===== config.mk =====
export PLATFORM = sky130hd
export DESIGN_NAME = indexed_list_insert_erase_unit_flat
export DESIGN_NICKNAME = d
export VERILOG_FILES = /design/src/rtl/ilie_pkg.sv /design/src/rtl/ilie_if.sv /design/src/rtl/ilie_ctrl.sv /design/src/rtl/ilie_dp.sv /design/src/rtl/indexed_list_insert_erase_unit.sv /design/src/flat_wrapper.sv
export VERILOG_INCLUDE_DIRS = /design/src /design/src/rtl
export SDC_FILE = /design/constraint.sdc
export NUM_CORES = 1
export LEC_CHECK = 0
export BUFFER_PORTS_ARGS = -buffer_cell sky130_fd_sc_hd__buf_2
export CAP_MARGIN = 0
export CORE_UTILIZATION = 25
export DETAILED_ROUTE_END_ITERATION = 8
export MAX_ROUTING_LAYER = met4
export PLACE_DENSITY_LB_ADDON = 0.25
export SYNTH_ARGS = -nofsm -noshare
export SYNTH_HDL_FRONTEND = slang
export SYNTH_SLANG_ARGS = --single-unit

===== constraint.sdc =====
create_clock -name clk -period 6.3 [get_ports clk]
set_input_delay 0.63 -clock clk [delete_from_list [all_inputs] [get_ports clk]]
set_output_delay 0.63 -clock clk [all_outputs]
set_load 0.01 [all_outputs]

===== src/rtl/indexed_list_insert_erase_unit_assert.svh =====
// Assertion macros for the positional list insert/erase unit.
// Used by the top level; needs no package.
`ifndef INDEXED_LIST_INSERT_ERASE_UNIT_ASSERT_SVH
`define INDEXED_LIST_INSERT_ERASE_UNIT_ASSERT_SVH

`ifndef SYNTH
`define ILIE_ASSERT_IMP(lbl, clk, rst_n, ante, cons, msg) \
  lbl: assert property (@(posedge clk) disable iff (!rst_n) (ante) |-> (cons)) \
    else $error(msg);
`define ILIE_ASSERT_NXT(lbl, clk, rst_n, ante, cons, msg) \
  lbl: assert property (@(posedge clk) disable iff (!rst_n) (ante) |=> (cons)) \
    else $error(msg);
`else
`define ILIE_ASSERT_IMP(lbl, clk, rst_n, ante, cons, msg)
`define ILIE_ASSERT_NXT(lbl, clk, rst_n, ante, cons, msg)
`endif

`endif


===== src/rtl/ilie_pkg.sv =====
// Shared types for the positional list insert/erase unit:
// status codes, request modes and the controller/datapath command and status words.
`default_nettype none
package ilie_pkg;

  typedef enum logic [1:0] {
    ST_DONE    = 2'd0,
    ST_ILLEGAL = 2'd1,
    ST_FULL    = 2'd2
  } status_t;

  localparam logic MODE_INSERT = 1'b0;
  localparam logic MODE_ERASE  = 1'b1;

  typedef struct packed {
    logic load;
    logic move;
    logic commit;
    logic scan;
    logic emit;
  } ctl_cmd_t;

  typedef struct packed {
    logic walk_done;
    logic out_free;
  } ctl_sts_t;

endpackage
`default_nettype wire


===== src/rtl/ilie_if.sv =====
// Valid/ready channel interfaces for the request and result words.
// Standalone; widths are set by the instantiating level.
`default_nettype none
interface ilie_req_if #(
  parameter int POS_W  = 7,
  parameter int DATA_W = 16
) ();
  logic                     valid;
  logic                     ready;
  logic                     mode;
  logic [POS_W-1:0]         position;
  logic signed [DATA_W-1:0] value;

  modport source (output valid, output mode, output position, output value, input ready);
  modport sink (input valid, input mode, input position, input value, output ready);
endinterface

interface ilie_rsp_if #(
  parameter int CNT_W  = 7,
  parameter int DATA_W = 16
) ();
  logic                     valid;
  logic                     ready;
  logic [1:0]               status;
  logic [CNT_W-1:0]         count;
  logic signed [DATA_W-1:0] max_value;
  logic                     ascending;

  modport source (output valid, output status, output count, output max_value,
                  output ascending, input ready);
  modport sink (input valid, input status, input count, input max_value,
                input ascending, output ready);
endinterface
`default_nettype wire


===== src/rtl/ilie_ctrl.sv =====
// Sequencing state machine: accept, shift, commit, scan, deliver.
// Depends on ilie_pkg for the command and status words.
`default_nettype none
module ilie_ctrl (
  input  wire logic              clk,
  input  wire logic              rst_n,
  input  wire logic              in_valid,
  output logic                   in_ready,
  input  wire ilie_pkg::ctl_sts_t sts,
  output ilie_pkg::ctl_cmd_t     cmd
);
  import ilie_pkg::*;

  typedef enum logic [3:0] {
    S_IDLE   = 4'b0001,
    S_MOVE   = 4'b0010,
    S_COMMIT = 4'b0100,
    S_SCAN   = 4'b1000
  } state_t;

  state_t state_r, state_nxt;

  always_comb begin
    state_nxt = state_r;
    cmd       = '0;
    in_ready  = 1'b0;
    case (state_r)
      S_IDLE: begin
        in_ready = 1'b1;
        if (in_valid) begin
          cmd.load  = 1'b1;
          state_nxt = S_MOVE;
        end
      end
      S_MOVE: begin
        cmd.move = 1'b1;
        if (sts.walk_done) state_nxt = S_COMMIT;
      end
      S_COMMIT: begin
        cmd.commit = 1'b1;
        state_nxt  = S_SCAN;
      end
      S_SCAN: begin
        cmd.scan = 1'b1;
        if (sts.walk_done && sts.out_free) begin
          cmd.emit  = 1'b1;
          state_nxt = S_IDLE;
        end
      end
      default: state_nxt = S_IDLE;
    endcase
  end

  always_ff @(posedge clk) begin
    if (!rst_n) state_r <= S_IDLE;
    else        state_r <= state_nxt;
  end

endmodule
`default_nettype wire


===== src/rtl/ilie_dp.sv =====
// Datapath: entry memory, shift and scan walker, length, max/order accumulators, result register.
// Depends on ilie_pkg; driven by ilie_ctrl commands.
`default_nettype none
module ilie_dp #(
  parameter int DEPTH      = 64,
  parameter int DATA_WIDTH = 16,
  parameter int CW         = $clog2(DEPTH + 1)
) (
  input  wire logic                          clk,
  input  wire logic                          rst_n,
  input  wire ilie_pkg::ctl_cmd_t            cmd,
  output ilie_pkg::ctl_sts_t                 sts,
  input  wire logic                          in_mode,
  input  wire logic [CW-1:0]                 in_position,
  input  wire logic signed [DATA_WIDTH-1:0]  in_value,
  output logic                               out_valid,
  input  wire logic                          out_ready,
  output logic [1:0]                         out_status,
  output logic [CW-1:0]                      out_count,
  output logic signed [DATA_WIDTH-1:0]       out_max_value,
  output logic                               out_ascending
);
  import ilie_pkg::*;

  localparam int AW = (DEPTH > 1) ? $clog2(DEPTH) : 1;

  logic signed [DATA_WIDTH-1:0] mem [DEPTH];

  logic                         mode_r;
  logic [CW-1:0]                pos_r;
  logic signed [DATA_WIDTH-1:0] val_r;
  status_t                      stat_r;
  logic [CW-1:0]                len_r;
  logic [AW-1:0]                idx_r;
  logic [AW-1:0]                last_r;
  logic [CW-1:0]                cnt_r;
  logic                         rv_r;
  logic signed [DATA_WIDTH-1:0] rdata_r;
  logic signed [DATA_WIDTH-1:0] max_r;
  logic signed [DATA_WIDTH-1:0] prev_r;
  logic                         asc_r;
  logic                         first_r;
  logic                         ov_r;
  status_t                      ostat_r;
  logic [CW-1:0]                ocount_r;
  logic signed [DATA_WIDTH-1:0] omax_r;
  logic                         oasc_r;

  status_t                      req_stat;
  logic                         ok;
  logic [CW-1:0]                len_nxt;
  logic                         walking;
  logic                         wr_en;
  logic [AW-1:0]                wr_addr;
  logic signed [DATA_WIDTH-1:0] wr_data;

  always_comb begin
    if (in_position > len_r) begin
      req_stat = ST_ILLEGAL;
    end else if (in_mode == MODE_ERASE) begin
      req_stat = (in_position == len_r) ? ST_ILLEGAL : ST_DONE;
    end else begin
      req_stat = (len_r == CW'(DEPTH)) ? ST_FULL : ST_DONE;
    end
  end

  assign ok      = (stat_r == ST_DONE);
  assign len_nxt = !ok ? len_r :
                   (mode_r == MODE_INSERT) ? len_r + CW'(1) : len_r - CW'(1);
  assign walking = (cmd.move || cmd.scan) && (cnt_r != '0);

  always_comb begin
    wr_en   = 1'b0;
    wr_addr = last_r;
    wr_data = rdata_r;
    if (cmd.move && rv_r) begin
      wr_en   = 1'b1;
      wr_addr = (mode_r == MODE_INSERT) ? last_r + AW'(1) : last_r - AW'(1);
    end else if (cmd.commit && ok && (mode_r == MODE_INSERT)) begin
      wr_en   = 1'b1;
      wr_addr = pos_r[AW-1:0];
      wr_data = val_r;
    end
  end

  assign sts.walk_done = (cnt_r == '0) && !rv_r;
  assign sts.out_free  = !ov_r || out_ready;

  always_ff @(posedge clk) begin
    if (wr_en)   mem[wr_addr] <= wr_data;
    if (walking) rdata_r      <= mem[idx_r];
  end

  always_ff @(posedge clk) begin
    if (!rst_n) begin
      len_r <= '0;
      cnt_r <= '0;
      rv_r  <= 1'b0;
      ov_r  <= 1'b0;
    end else begin
      if (cmd.load) begin
        mode_r <= in_mode;
        pos_r  <= in_position;
        val_r  <= in_value;
        stat_r <= req_stat;
        rv_r   <= 1'b0;
        if (req_stat != ST_DONE) begin
          cnt_r <= '0;
        end else if (in_mode == MODE_INSERT) begin
          cnt_r <= len_r - in_position;
        end else begin
          cnt_r <= len_r - in_position - CW'(1);
        end
        if (in_mode == MODE_INSERT) idx_r <= AW'(len_r - CW'(1));
        else                        idx_r <= AW'(in_position + CW'(1));
      end

      if (cmd.move || cmd.scan) begin
        rv_r <= walking;
        if (walking) begin
          last_r <= idx_r;
          cnt_r  <= cnt_r - CW'(1);
          if (cmd.move && (mode_r == MODE_INSERT)) idx_r <= idx_r - AW'(1);
          else                                      idx_r <= idx_r + AW'(1);
        end
      end

      if (cmd.scan && rv_r) begin
        if (first_r || (rdata_r > max_r)) max_r <= rdata_r;
        if (!first_r && (prev_r > rdata_r)) asc_r <= 1'b0;
        prev_r  <= rdata_r;
        first_r <= 1'b0;
      end

      if (cmd.commit) begin
        len_r   <= len_nxt;
        idx_r   <= '0;
        cnt_r   <= len_nxt;
        max_r   <= '1;
        first_r <= 1'b1;
        asc_r   <= 1'b1;
      end

      if (cmd.emit) begin
        ov_r     <= 1'b1;
        ostat_r  <= stat_r;
        ocount_r <= len_r;
        omax_r   <= max_r;
        oasc_r   <= asc_r;
      end else if (ov_r && out_ready) begin
        ov_r <= 1'b0;
      end
    end
  end

  assign out_valid     = ov_r;
  assign out_status    = ostat_r;
  assign out_count     = ocount_r;
  assign out_max_value = omax_r;
  assign out_ascending = oasc_r;

endmodule
`default_nettype wire


===== src/rtl/indexed_list_insert_erase_unit.sv =====
// Top level of the positional list insert/erase unit.
// Depends on ilie_pkg, ilie_if, ilie_ctrl, ilie_dp and the assertion macro header.
//
//   channel   | dir | word fields
//   ----------+-----+-------------------------------------------
//   in_req    | in  | mode, position, value
//   out_rsp   | out | status, count, max_value, ascending
//
// One request at a time. Its shift walks M entries (L - P on insert, L - P - 1 on
// erase, 0 when rejected) through the single read port of the entry memory; the
// scan then reads all L' entries after the request the same way before the result
// word is loaded. The controller returns to idle, ready for the next request, at
// the same edge that loads the result word. Reset clears the length and the result
// valid; entry contents start undefined. A stalled result holds the next request
// in its last scan cycle.
`default_nettype none
`include "indexed_list_insert_erase_unit_assert.svh"
module indexed_list_insert_erase_unit #(
  parameter int DEPTH      = 64,
  parameter int DATA_WIDTH = 16
) (
  input wire logic   clk,
  input wire logic   rst_n,
  ilie_req_if.sink   in_req,
  ilie_rsp_if.source out_rsp
);
  import ilie_pkg::*;

  localparam int CW = $clog2(DEPTH + 1);

  ctl_cmd_t cmd;
  ctl_sts_t sts;

  ilie_ctrl u_ctrl (
    .clk      (clk),
    .rst_n    (rst_n),
    .in_valid (in_req.valid),
    .in_ready (in_req.ready),
    .sts      (sts),
    .cmd      (cmd)
  );

  ilie_dp #(
    .DEPTH      (DEPTH),
    .DATA_WIDTH (DATA_WIDTH),
    .CW         (CW)
  ) u_dp (
    .clk           (clk),
    .rst_n         (rst_n),
    .cmd           (cmd),
    .sts           (sts),
    .in_mode       (in_req.mode),
    .in_position   (in_req.position),
    .in_value      (in_req.value),
    .out_valid     (out_rsp.valid),
    .out_ready     (out_rsp.ready),
    .out_status    (out_rsp.status),
    .out_count     (out_rsp.count),
    .out_max_value (out_rsp.max_value),
    .out_ascending (out_rsp.ascending)
  );

  `ILIE_ASSERT_NXT(a_busy_after_accept, clk, rst_n, in_req.valid && in_req.ready, !in_req.ready, "ready stayed high after accept")
  `ILIE_ASSERT_IMP(a_rise_from_emit, clk, rst_n, $rose(out_rsp.valid), $past(cmd.emit), "result word without emit")
  `ILIE_ASSERT_IMP(a_empty_result, clk, rst_n, out_rsp.valid && (out_rsp.count == '0), (out_rsp.max_value == '1) && out_rsp.ascending, "bad empty-list result")

endmodule
`default_nettype wire

===== src/flat_wrapper.sv =====
// flat-port wrapper written by rule: the top's interface ports become plain ports
module indexed_list_insert_erase_unit_flat import ilie_pkg::*;
#(
  parameter int DEPTH      = 64,
  parameter int DATA_WIDTH = 16
)
  (clk, rst_n, in_req_valid, in_req_mode, in_req_position, in_req_value, in_req_ready, out_rsp_valid, out_rsp_status, out_rsp_count, out_rsp_max_value, out_rsp_ascending, out_rsp_ready);
  ilie_req_if in_req_i ();
  ilie_rsp_if out_rsp_i ();
  input wire logic clk;
  input wire logic rst_n;
  input wire logic [$bits(in_req_i.valid)-1:0] in_req_valid;
  input wire logic [$bits(in_req_i.mode)-1:0] in_req_mode;
  input wire logic [$bits(in_req_i.position)-1:0] in_req_position;
  input wire logic [$bits(in_req_i.value)-1:0] in_req_value;
  output wire logic [$bits(in_req_i.ready)-1:0] in_req_ready;
  output wire logic [$bits(out_rsp_i.valid)-1:0] out_rsp_valid;
  output wire logic [$bits(out_rsp_i.status)-1:0] out_rsp_status;
  output wire logic [$bits(out_rsp_i.count)-1:0] out_rsp_count;
  output wire logic [$bits(out_rsp_i.max_value)-1:0] out_rsp_max_value;
  output wire logic [$bits(out_rsp_i.ascending)-1:0] out_rsp_ascending;
  input wire logic [$bits(out_rsp_i.ready)-1:0] out_rsp_ready;
  assign in_req_i.valid = in_req_valid;
  assign in_req_i.mode = in_req_mode;
  assign in_req_i.position = in_req_position;
  assign in_req_i.value = in_req_value;
  assign in_req_ready = in_req_i.ready;
  assign out_rsp_valid = out_rsp_i.valid;
  assign out_rsp_status = out_rsp_i.status;
  assign out_rsp_count = out_rsp_i.count;
  assign out_rsp_max_value = out_rsp_i.max_value;
  assign out_rsp_ascending = out_rsp_i.ascending;
  assign out_rsp_i.ready = out_rsp_ready;
  indexed_list_insert_erase_unit #(.DEPTH(DEPTH), .DATA_WIDTH(DATA_WIDTH)) u_core (.clk(clk), .rst_n(rst_n), .in_req(in_req_i), .out_rsp(out_rsp_i));
endmodule

### Yosys cells after proc, flatten, opt, wreduce, memory -nomap -nowiden

Memories as Yosys holds them, arrays and structs flattened. A register that Yosys moved wholly into a read port is not among the register bits.
Cells that the tools add are included.

* register bits after elaboration: 117
* latch bits: 0
* RAM bits: 1024
* ROM bits: 0
* input port bits: 28
* word-level logic and storage cells: 122
* memories kept: 1

Memories
* u_core.u_dp.mem: words 64, bits a word 16, read ports 1, clocked after memory_dff 1, write ports 1, RTL line ilie_dp.sv:27 `logic signed [DATA_WIDTH-1:0] mem [DEPTH];`

* $add $sub $neg: 10
* multiply operators: 0
* div/mod/pow operators: 0
* order comparisons: 3
* eq/ne operators: 9
* shifts and indexed selects: 0
* multiplexer cells: 46
* bitwise logic cells: 1
* reduce and logical (&&, ||, !) cells: 33

Operators with widths (count)
* $mux W16: 4
* $mux W7: 8
* $mux W6: 8
* $gt A16 B16 Y1: 2
* $sub A7 B1 Y7 const B: 3
* $add A6 B1 Y6 const B: 3
* $mux W1: 18
* $pmux W4 S4: 1
* $mux W4: 3
* $reduce_and A3 Y1: 4
* $reduce_bool A2 Y1: 6
* $sub A6 B1 Y6 const B: 2
* $logic_and A1 B1 Y1: 10
* $mux W2: 4
* $reduce_and A2 Y1: 4
* $add A7 B1 Y7 const B: 1
* $eq A7 B7 Y1: 1
* $eq A7 B7 Y1 const B: 1
* $gt A7 B7 Y1: 1
* $logic_not A7 Y1: 1
* $reduce_bool A7 Y1: 1
* $sub A7 B7 Y7: 1
* $ne A2 B2 Y1 const B: 3
* $eq A4 B1 Y1 const B: 1
* 7 further kinds: 11

### Logic depth before layout (Yosys ltp)

Gate-level depths: netlist of run 1.

* depth in word-level cells: 10
* mapped depth: 13
* gate-level depth less buffers: 13

### Modules after synthesis

Synthesis of run 1 repeated with hierarchy kept, for this count alone.

* cell total of the unflattened synthesis: 2258
* area total of the unflattened synthesis: 46444.5 um^2

Modules (own cells, without submodules)
* ilie_dp: instances 1, cells each 2228, area each 46145.5 um^2, sequential area each 34463.1 um^2
* ilie_ctrl: instances 1, cells each 30, area each 299.0 um^2, sequential area each 80.1 um^2

### Least setup slack after synthesis of run 1

Ideal clock, no wire load.

* path kind: reg-to-reg
* start: register u_core.u_dp.cnt_r[0]
* end: register u_core.u_dp.oasc_r, in the netlist u_core.u_dp.out_ascending, enable pin
* library setup time: 0.478 ns
* arrival time: 4.066 ns
* required time: 5.822 ns
* setup slack: 1.756 ns
* cell stages (with the launch flop): 6
* period minus slack after synthesis: 4.544 ns
* cells stage by stage: dfxtp_1 > inv_1 > ha_1 > or3b_1 > or4_1 > nor4_1

* cells in the longest elaborated chain, start to end: 6

RTL lines
* from (decl): RTL line ilie_dp.sv:36 `logic [CW-1:0] cnt_r;`
* from (signal assigned): RTL line ilie_dp.sv:110 `cnt_r <= len_r - in_position;`
* from (signal assigned): RTL line ilie_dp.sv:112 `cnt_r <= len_r - in_position - CW'(1);`
* from (signal assigned): RTL line ilie_dp.sv:122 `cnt_r <= cnt_r - CW'(1);`
* $logic_not A7 Y1: RTL line ilie_dp.sv:86 `assign sts.walk_done = (cnt_r == '0) && !rv_r;`
* $logic_and A1 B1 Y1: RTL line ilie_dp.sv:86
* $logic_and A1 B1 Y1: RTL line ilie_ctrl.sv:45 `if (sts.walk_done && sts.out_free) begin`
* $mux W1: RTL line ilie_ctrl.sv:45
* $mux W2: RTL line ilie_ctrl.sv:27 `case (state_r)`
* $reduce_and A2 Y1 (no line)
* to (signal assigned): RTL line ilie_dp.sv:149 `oasc_r <= asc_r;`
* to (decl): RTL line ilie_dp.sv:47 `logic oasc_r;`

Every way passes these cells.
A chain may end at the register's enable or synchronous reset.

### Final worst setup path of run 1

* start: register u_core.u_dp.mode_r
* end: memory u_core.u_dp.mem[21][10], enable pin

* cells in the longest elaborated chain, start to end: 6
* elaborated cells on any way between the ends: 9
* classes of those cells: 7 x mux; 1 x bitwise; 1 x reduce/logical

RTL lines
* from (decl): RTL line ilie_dp.sv:29 `logic mode_r;`
* from (signal assigned): RTL line ilie_dp.sv:102 `mode_r <= in_mode;`
* $not A1 Y1: RTL line ilie_dp.sv:79 `end else if (cmd.commit && ok && (mode_r == MODE_INSERT)) begin`
* $logic_and A1 B1 Y1: RTL line ilie_dp.sv:79
* $mux W1: RTL line ilie_dp.sv:79
* $mux W1: RTL line ilie_dp.sv:76 `if (cmd.move && rv_r) begin`
* $mux W1: RTL line ilie_dp.sv:90 `if (wr_en) mem[wr_addr] <= wr_data;`
* $mux W1 (not written as such): RTL line ilie_dp.sv:90
* to (decl): RTL line ilie_dp.sv:27

Several ways; a longest one is shown, not always the timed one.

==> summary.md, run 1 <==
| Metric | Value |
|---|---|
| Largest family of logic cells by synthesized area | multiplexers |
| Area taken by flip-flops and latches | 34,500 sq um |
| Hold Vio Cnt, Final | 0 |
| CP Class | flop to flop |
| CTS root buf | clkbuf_16 |
| Largest net degree at the start of global routing | 125 |
| Cell count after synthesis | 2,152 |
| Detailed Place HPWL | 75,800 microns |
| HP Start | in_req_value[15] |
| Die X-Extent | 431 microns |
| Fmax | 243 MHz |
| Hold EP | u_core.u_dp.val_r[15] |
| Post-synth EDFFs | 1,137 |
| Tot Pwr | 16,800 uW |
| Crit share post-route | 0.652 |
| Relative slew slack | 0.221 |
| Avg Cell Area, Syn | 21.4 sq um |
| Yosys warns | 0 |
| Mapped Area | 46,000 sq um |
| Leak | 0.0168 uW |
| Setup violations, final | 0 |
| CTS tree | built |
| Layout Nets | 2,408 |
| Reg2reg path depth | 9 |
| Clock Sinks | 1,157 |
| Yosys top cell area share | 0.742 |
| All-Layer GR Usage | 0.132 |
| Adder-Cell Fraction of Synth Area | 0.0157 |
| Post-synthesis register bit count | 1,157 |
| Wire per inst | 24.3 microns |
| Clk_skew | 0.0352 ns |
| Clk_lat worst skew | 0.74 ns |
| Placer Congestion | 0.823 |
| Worst setup SP type | flop |
| Std-Cell Rows | 157 |
| Max Slew Vio Count | 0 |
| Worst Path Required | 6.74 ns |
| Initial Utilization | 0.252 |
| Worst reg2reg endpoint | u_core.u_dp.mem[21][10] |
| Die Footprint | 186,000 sq um |
| Most used DFF post-synth | edfxtp_1 |
| Die height | 431 microns |
| Crit Path Max Fanout | 18 |
| Outcome | complete, no violations |
| Layout cells sized above 1 | 0.287 |
| Final wirelength | 119,000 microns |
| R2R Setup Slk | 2.19 ns |
| Filler cells | 17,634 |
| Compound-Gate Fraction of Synth Area | 0.0220 |
| Total number of vias | 21,983 |
| ANT nets after route | 0 |
| Min-Delay Path Depth | 1 |
| Fin crit period | 4.11 ns |
| Met1 Use GR | 0.177 |
| Post-synth net total | 2,236 |
| Synth area leader | edfxtp_1 |
| Post-cts hold buffer count | 0 |
| Power Dens Cells | 311 nW/um^2 |
| Xor and xnor area share after synthesis | 0.00685 |
| Register area share after synthesis | 0.751 |
| Overflow after GRT | 0 |
| H-tree depth | 3 |
| Busiest layer in global routing | met2 |
| Met2 Use GR | 0.207 |
| Resize count post-CTS | 0 |
| Starting DRT DRC Count | 1,920 |
| Vias per cell | 4.49 |
| DRC errors left | 0 |
| Area delta synth->final | 17.0% |
| Crit Reg-Reg Startpoint | u_core.u_dp.mode_r |
| I/O pin count | 56 |
| Simple-gate portion of the synthesized area | 0.0259 |
| Worst Max-Slew Pin Slew | 1.16 ns |
| Vias in the first global route | 22,740 |
| Area taken by multi-input logic gates | 11,000 sq um |
| Clock slew at reported path FFs | 0.06 ns |
| Distinct cells, synth | 67 |
| Unrepaired setup endpoints after global routing | false |
| Peak VDD IR | 0.212 mV |
| Wire length of the first global-routing pass | 172,000 microns |
| Postcts setup bufs | 0 |
| TritonCTS buffer count | 117 |
| Clk buf depth | 3 |
| Critical Path End Type | flop |
| Max_cap viols | 0 |
| Core area | 183,000 sq um |
| Top post-synthesis cells by area | edfxtp_1 (74%), mux4_2 (16%), ha_1 (1.4%), dfxtp_1 (0.87%), nor2_1 (0.82%) |
| Buffers added on ports | 55 |
| Antenna violations before repair | 4 |
| Post-synth ARST share | 0 |
| Mux contribution to synthesized area | 0.165 |
| Hold Crit Class | primary input to flop |
| GR Util met3 | 0.0204 |
| Initial DRT Pass Iterations | 8 |
| Setup TNS | 0 ns |
| Crit path DAT | 4.55 ns |
## cell type report
| type | count | area share |
|---|---|---|
| Sequential cell | 1157 | 0.641 |
| Multi-Input combinational cell | 839 | 0.205 |
| Tap cell | 2464 | 0.0572 |
| Clock buffer | 138 | 0.0564 |
| Timing Repair Buffer | 152 | 0.0198 |
| Clock inverter | 80 | 0.0162 |
| Inverter | 57 | 0.00397 |
| Antenna cell | 5 | 0.000232 |
## per-stage QoR
stage               hold slack, ns  instance area, sq um  instances   util  setup slack (ns)
finish                      0.0880                 53900       4892  0.295              2.19
detailed placement           0.440                 49900       4669  0.273              2.07
floorplan                    0.400                 46000       2152      -              1.76
CTS                         0.0255                 53800       4887  0.294              2.07
global route                0.0576                 53900       4890  0.294              1.95
global placement             0.446                 49900       4669  0.273              2.27
## how the worst max path moves through the flow
stage                                        start                         to  slack (ns)
after global routing      u_core.u_ctrl.state_r[2]     u_core.u_dp.mem[20][0]        1.95
after CTS                       u_core.u_dp.mode_r    u_core.u_dp.mem[22][14]        2.07
after global placement    u_core.u_ctrl.state_r[1]    u_core.u_dp.mem[21][10]        2.27
after detailed placement        u_core.u_dp.mode_r    u_core.u_dp.mem[22][10]        2.07
after floorplan               u_core.u_dp.cnt_r[0]  u_core.u_dp.out_ascending        1.76
final                           u_core.u_dp.mode_r    u_core.u_dp.mem[21][10]        2.19
## cell families (layout without fill, tap and decap cells)
group           Yosys count  count (layout)
simple gates            254             254
other cells               0               5
fa+ha+maj                56              56
flops                  1157            1157
buf+inv                 156             427
mux                     338             338
xor+xnor                 36              36
compound gates          155             155
## flip-flops by register name, summed over array words and instances (netlist names), 4 cells and up
| signal | cells |
|---|---|
| u_core.u_dp.cnt_r | 7 |
| u_core.u_dp.prev_r | 16 |
| u_core.u_ctrl.state_r | 4 |
| u_core.u_dp.out_count | 7 |
| u_core.u_dp.pos_r | 6 |
| u_core.u_dp.idx_r | 6 |
| u_core.u_dp.mem | 1024 |
| u_core.u_dp.out_max_value | 16 |
| u_core.u_dp.max_r | 16 |
| u_core.u_dp.len_r | 7 |
| u_core.u_dp.val_r | 16 |
| u_core.u_dp.rdata_r | 16 |
| u_core.u_dp.last_r | 6 |
## critical path, stage by stage (launching register included)
cell and delay (ns):
edfxtp_1 0.82, ha_1 0.36, a21o_1 0.17, a21oi_1 0.28, nor4b_1 0.13, nor4_1 0.38
o21a_1 0.27, o21ai_1 0.34, nor2_1 0.75, buf_4 0.30
## layout by cell type, fill, tap and decap left out, drive strengths merged, types with 5 or more instances in the layout
cell type  Yosys  final
nor3          10     10
a211oi        19     19
edfxtp      1137   1137
nand2         67     67
xor2          14     14
nand3         18     18
and3           6      6
a21oi         42     42
clkinvlp       0      9
nor2         101    101
clkinv         1     53
a21o          18     18
nand2b         6      6
o221ai         8      8
nor2b          9      9
o21ai         34     34
diode          0      5
clkbuf        59    138
dfxtp         20     20
xnor2         22     22
bufinv         0     15
buf           40    152
ha            53     53
inv           56     60
and2           6      6
o21a           5      5
nor4b          5      5
nand4          7      7
mux4         336    336
## report_power, final
group	internal, uW	switching, uW	leakage, uW
Clock	4070	2980	0.00189
Combinational	598	726	0.00452
Sequential	8360	29.5	0.0104
Total	13000	3740	0.0168
## synthesized netlist by cell type, types with 14 or more instances
library cell / n
a211oi_1: 19
a21o_1: 18
a21oi_1: 42
buf_1: 14
buf_2: 15
clkbuf_1: 59
dfxtp_1: 20
edfxtp_1: 1137
ha_1: 53
inv_1: 54
mux4_2: 336
nand2_1: 66
nand3_1: 17
nor2_1: 101
o21ai_0: 28
xnor2_1: 22
xor2_1: 14
## layer usage
| layer | up-vias | share of wire |
|---|---|---|
| met5 | - | 0 |
| met4 | 0 | 0.021 |
| met3 | 157 | 0.051 |
| met2 | 671 | 0.48 |
| met1 | 11813 | 0.44 |
| li1 | 9342 | - |
No activity file was read; power rests on OpenSTA's default activity.
==> run 2, diff against run 1 <==
==> constraint.sdc (replaced) <==
create_clock -name clk -period 3.69 [get_ports clk]
set_input_delay 0.369 -clock clk [delete_from_list [all_inputs] [get_ports clk]]
set_output_delay 0.369 -clock clk [all_outputs]
set_load 0.01 [all_outputs]
==> summary.md, run 2 (synthesized netlist as in run 1, its figures left out) <==
| Metric | Value |
|---|---|
| Outcome | complete, no violations |
| Met2 Use GR | 0.217 |
| Die Footprint | 186,000 sq um |
| Unrepaired setup endpoints after global routing | false |
| Crit Reg-Reg Startpoint | u_core.u_dp.mode_r |
| TritonCTS buffer count | 132 |
| Clock power share | 0.443 |
| Vias per cell | 4.51 |
| # placed instances | 4,738 |
| Met1 Use GR | 0.176 |
| Crit path DAT | 3.91 ns |
| CTS root buf | clkbuf_16 |
| Wire length of the first global-routing pass | 176,000 microns |
| Tot Pwr | 29,900 uW |
| Area delta synth->final | 21.4% |
| CP Class | flop to flop |
| Initial DRT Pass Iterations | 7 |
| Most frequent cells in the layout | edfxtp_1 (1,137), mux4_2 (336), clkbuf_16 (137) |
| Sw power | 6570 uW |
| Clk_skew | 0.0342 ns |
| Placer Congestion | 0.836 |
| Crit share post-route | 0.927 |
| All-Layer GR Usage | 0.137 |
| Setup violations, final | 0 |
| Switching Fraction | 0.220 |
| Biggest register | u_core.u_dp.mem |
| Max reg flops | 1,024 |
| Buffers added on ports | 55 |
| H-tree depth | 4 |
| Busiest layer in global routing | met2 |
| CTS tree | built |
| Clk buf depth | 3 |
| Die height | 431 microns |
| Crit Path Max Fanout | 13 |
| DRC errors left | 0 |
| Final std cells w/o fill | 5,008 |
| Critical Path End Type | flop |
| I/O pin count | 56 |
| Clock slew at reported path FFs | 0.06 ns |
| Gate power share | 0.078 |
| Final wirelength | 123,000 microns |
| Largest net degree at the start of global routing | 74 |
| Total number of vias | 22,564 |
| Fin crit period | 3.42 ns |
| Hold Vio Cnt, Final | 0 |
| Post-route cell area | 55,900 sq um |
| R2R Setup Slk | 0.27 ns |
| Max Slew Vio Count | 0 |
| Detailed Place HPWL | 82,000 microns |
| Std-Cell Rows | 157 |
| Worst Max-Slew Pin Slew | 1.05 ns |
| Layout Nets | 2,515 |
| CP endpoint | u_core.u_dp.mem[17][3] |
| Resize count post-CTS | 0 |
| Layout cells sized above 1 | 0.308 |
| Worst Path Required | 4.18 ns |
| Worst setup startpoint | u_core.u_dp.mode_r |
| ANT nets after route | 0 |
| Post-Place Cell Area | 51,200 sq um |
| Leak | 0.0177 uW |
| Final hold slack | 0.0600 ns |
| Worst setup SP type | flop |
| Hold Crit Class | primary input to flop |
| Core area | 183,000 sq um |
| Overflow after GRT | 0 |
| Relative slew slack | 0.298 |
| Antenna violations before repair | 13 |
| Fmax | 292 MHz |
| Worst setup margin | 0.268 ns |
| Clk_lat worst skew | 0.76 ns |
| Peak VDD IR | 0.453 mV |
| Initial Utilization | 0.252 |
| Power Dens Cells | 535 nW/um^2 |
| Reg2reg path depth | 9 |
| Leading cell type in the layout, fill and taps excluded | edfxtp_1 |
| Worst reg2reg endpoint | u_core.u_dp.mem[17][3] |
| GR Util met3 | 0.0272 |
| Power Internal | 23,300 uW |
| Starting DRT DRC Count | 2,174 |
| Wire per inst | 24.5 microns |
| Dpl ws | 0.341 ns |
| Clock Sinks | 1,157 |
| Max_cap viols | 0 |
| Vias in the first global route | 23,535 |
| Die X-Extent | 431 microns |
| Sequential Power Share | 0.479 |
==> run 2: cell count changes in the layout (fill, tap and decap cells not counted), moves of 2 or more <==
cell,before,now
clkinvlp_4,9,3
clkbuf_1,19,14
clkinv_1,23,32
buf_4,92,99
clkinv_2,24,26
clkinv_16,2,0
clkbuf_16,118,137
dlygate4sd3_1,0,23
inv_6,2,7
buf_12,5,67
==> run 2: timing repair <==
action                                 4_1_cts  5_1_grt
setup buffers                                0        0
setup endpoints to repair                    0        0
hold buffers                                23        0
endpoints found under the hold margin       23        0
==> run 2: power groups by stage <==
stage / clock (uW) / combinational (uW) / sequential [uW]
after global routing: 14000 / 2470 / 14300
after global placement: 0 / 2360 / 14600
after floorplan: 0 / 1470 / 14600
after CTS: 13500 / 2400 / 14300
after detailed placement: 0 / 2370 / 14600
final: 13200 / 2330 / 14300
==> run 2: cell type report <==
type | instances | area [sq um]
Clock inverter | 90 | 912
Timing Repair Buffer | 244 | 2590
Multi-Input combinational cell | 839 | 11000
Antenna cell | 6 | 15.0
Clock buffer | 151 | 3480
Sequential cell | 1157 | 34500
Inverter | 57 | 214
Fill cell | 17522 | 127000
Tap cell | 2464 | 3080
==> run 2: routing by layer <==
metal | vias up | share of wire
li1 | 9575 | -
met1 | 12088 | 0.43
met2 | 721 | 0.48
met3 | 180 | 0.061
met4 | 0 | 0.028
met5 | - | 0
==> run 2: through the flow <==
stage                util  setup TNS (ns)
floorplan               -         -466.42
global placement    0.280               0
detailed placement  0.280               0
CTS                 0.305               0
global route        0.305               0
finish              0.305               0
==> run 2: worst min path at each step <==
stage                     depth (start not counted)  slack [ns]                         to         startpoint
after floorplan                                   0        0.40  u_core.u_dp.out_ascending  u_core.u_dp.asc_r
final                                             3        0.06   u_core.u_ctrl.state_r[2]              rst_n
after CTS                                         1       0.005         u_core.u_dp.mode_r        in_req_mode
after detailed placement                          0        0.43  u_core.u_dp.out_ascending  u_core.u_dp.asc_r
after global routing                              1        0.04         u_core.u_dp.mode_r        in_req_mode
after global placement                            0        0.43  u_core.u_dp.out_ascending  u_core.u_dp.asc_r
==> run 2: worst max-delay path, stage by stage (launching register included) <==
cell	delay [ns]
edfxtp_1	0.50
buf_4	0.25
ha_1	0.37
or3_1	0.36
o21ai_0	0.13
nor4_1	0.10
o21a_1	0.26
o21ai_1	0.75
nor2_1	0.18
buf_4	0.26
==> run 3, diff against run 2 <==
--- a/config.mk
+++ b/config.mk
@@ -6,9 +6,10 @@
 export SDC_FILE = /design/constraint.sdc
 export NUM_CORES = 1
 export LEC_CHECK = 0
+export ABC_AREA = 1
 export BUFFER_PORTS_ARGS = -buffer_cell sky130_fd_sc_hd__buf_2
 export CAP_MARGIN = 0
-export CORE_UTILIZATION = 25
+export CORE_UTILIZATION = 40
 export DETAILED_ROUTE_END_ITERATION = 8
 export MAX_ROUTING_LAYER = met4
 export PLACE_DENSITY_LB_ADDON = 0.25
==> summary.md, run 3 <==
| Metric | Value |
|---|---|
| Unrepaired setup endpoints after global routing | false |
| Post-synth net total | 3,794 |
| CTS root buf | clkbuf_16 |
| Total number of vias | 30,655 |
| H-tree depth | 3 |
| Antenna violations before repair | 2 |
| Largest net degree at the start of global routing | 132 |
| Area taken by multi-input logic gates | 11,300 sq um |
| Starting DRT DRC Count | 3,171 |
| Yosys warns | 0 |
| Avg Cell Area, Syn | 12.7 sq um |
| I/O pin count | 56 |
| Final wirelength | 130,000 microns |
| Power Dens Cells | 534 nW/um^2 |
| Die Footprint | 119,000 sq um |
| Crit Path Max Fanout | 14 |
| Max Slew Vio Count | 0 |
| Largest stage delay on the critical path | 0.51 ns |
| CP Class | flop to flop |
| Setup violations, final | 0 |
| Most used cell along the critical path | nand3_1 |
| Setup TNS | 0 ns |
| Synth area leader | edfxtp_1 |
| Worst path cell trace | buf_4 -> ha_1 -> nand3_1 -> nand3_1 -> nand2_1 -> nand2_1 -> a21oi_1 -> xnor2_1 -> o21bai_4 -> nand3_1 -> nor2_1 -> buf_4 |
| Detailed Place HPWL | 79,800 microns |
| Most frequent cells in the layout | edfxtp_1 (1,137), nor2_1 (750), o21ai_0 (663) |
| Most used DFF post-synth | edfxtp_1 |
| Post-synthesis register bit count | 1,157 |
| Fmax | 312 MHz |
| Area taken by flip-flops and latches | 34,500 sq um |
| Leak | 0.0178 uW |
| Biggest register | u_core.u_dp.mem |
| Die X-Extent | 345 microns |
| Worst Path Required | 4.10 ns |
| Post-synth EDFFs | 1,137 |
| Resize count post-CTS | 0 |
| Std-Cell Rows | 125 |
| Vias in the first global route | 29,378 |
| Hold Vio Cnt, Final | 0 |
| Buffers added on ports | 55 |
| Layout cells sized above 1 | 0.111 |
| Worst Max-Slew Pin Slew | 1.32 ns |
| Area delta synth->final | 15.3% |
| Cell count after synthesis | 3,710 |
| Hold Crit Class | primary input to flop |
| Critical-path top delay cell | edfxtp_1 |
| Relative slew slack | 0.116 |
| DRC errors left | 0 |
| Critical Path End Type | flop |
| TritonCTS buffer count | 115 |
| Worst setup SP type | flop |
| Fin crit period | 3.20 ns |
| Overflow after GRT | 0 |
| Leading cell types by count after synthesis | edfxtp_1 (1,137), nor2_1 (751), o21ai_0 (679), o22ai_1 (279), clkbuf_1 (206) |
| Crit share post-route | 0.868 |
| Most frequent cell after synthesis | edfxtp_1 |
| Peak VDD IR | 0.380 mV |
| Final Util | 0.466 |
| Clk_skew | 0.0374 ns |
| Yosys top cell area share | 0.727 |
| Post-synth ARST share | 0 |
| Antenna fix cells | 0 |
| Die height | 345 microns |
| Mapped Area | 47,000 sq um |
| Core area | 116,000 sq um |
| Clk buf depth | 3 |
| Clock slew at reported path FFs | 0.06 ns |
| Filler cells | 10,317 |
| Final hold slack | 0.0603 ns |
| Initial DRT Pass Iterations | 6 |
| ANT nets after route | 0 |
| Placer Congestion | 0.956 |
| Register area share after synthesis | 0.735 |
| All-Layer GR Usage | 0.224 |
| Distinct cells, synth | 43 |
| Clock Sinks | 1,157 |
| Leading cell type in the layout, fill and taps excluded | edfxtp_1 |
| Top post-synthesis cells by area | edfxtp_1 (73%), o21ai_0 (7.2%), nor2_1 (6.0%), o22ai_1 (3.7%), clkbuf_1 (1.6%) |
| Tot Pwr | 28,900 uW |
| Wire per inst | 23.9 microns |
| Clk_lat worst skew | 0.72 ns |
| Initial Utilization | 0.404 |
| CTS tree | built |
| Wire length of the first global-routing pass | 192,000 microns |
| Crit path DAT | 3.61 ns |
| Max_cap viols | 0 |
| Vias per cell | 5.62 |
| Max reg flops | 1,024 |
| Layout Nets | 3,923 |
| Outcome | complete, no violations |
-- run 3: changes by cell type in the layout (fill, tap and decap cells not counted), moves of 27 or more --
cell      before  now
o221ai_1       8   35
o21ai_0       11  663
buf_12        67   40
mux4_2       336    0
nand3_1       17   53
o211ai_1       2   33
buf_4         99  130
nor2_1       100  750
inv_1         54   94
nand2_1       66  170
o22ai_1        3  279
-- run 3: path summary, 6_finish.rpt --
check                           from                   endpoint  slack, ns  cells past startpoint
setup reg to reg  u_core.u_dp.mode_r     u_core.u_dp.mem[17][2]       0.49                     12
hold / removal           in_req_mode         u_core.u_dp.mode_r       0.06                      1
setup / recovery  u_core.u_dp.mode_r     u_core.u_dp.mem[17][2]       0.49                     12
hold reg to reg    u_core.u_dp.asc_r  u_core.u_dp.out_ascending       0.42                      0
-- run 3: metal layers --
layer	vias up	part of all wire	track usage
li1	14018	-	-
met1	15284	0.42	0.295
met2	1149	0.48	0.355
met3	204	0.069	0.0339
met4	0	0.032	0.0762
met5	-	0	-
-- run 3: stage by stage --
| stage | setup slack, ns | instances | instance area [sq um] |
|---|---|---|---|
| after floorplan | -0.662 | 3710 | 47000 |
| after global placement | 0.508 | 5221 | 50200 |
| after detailed placement | 0.500 | 5221 | 50200 |
| after CTS | 0.503 | 5456 | 54200 |
| after global routing | 0.286 | 5456 | 54200 |
| final | 0.487 | 5456 | 54200 |
-- run 3: logic make-up after synthesis --
logic type,synth area share
AOI/OAI and AO/OA,0.133
buffers and inverters,0.0282
and+or+nand+nor,0.0844
adders and majority gates,0.0154
DFF,0.735
xor gates and xnor gates,0.00391
-- run 3: critical path, delay by kind of cell (launching register included) --
kind,cells,cell delay (ns)
buffers and inverters,2,0.52
DFF,1,0.51
and+or+nand+nor,6,1.03
AOI/OAI and AO/OA,2,0.40
adders and majority gates,1,0.29
xor gates and xnor gates,1,0.12
-- run 3: cell type report --
| class | count | share of cell area |
|---|---|---|
| multi-input cells | 2207 | 0.209 |
| well taps | 1524 | 0.0352 |
| clock buffers | 146 | 0.0564 |
| inverters | 108 | 0.00780 |
| flip-flops and latches | 1157 | 0.637 |
| clock inverters | 64 | 0.0121 |
| repair buffers | 250 | 0.0425 |
-- run 3: what timing repair did --
action,4_1_cts,5_1_grt
setup endpoints to repair,0,0
buffers inserted,0,0
hold buffers,25,0
hold endpoints to repair,24,0
-- run 3: where the power goes --
| part | switching, uW | internal (uW) | leakage (uW) |
|---|---|---|---|
| logic | 2150 | 869 | 0.00565 |
| clock network | 4940 | 6680 | 0.00181 |
| registers | 26.1 | 14300 | 0.0104 |
| total | 7120 | 21800 | 0.0178 |
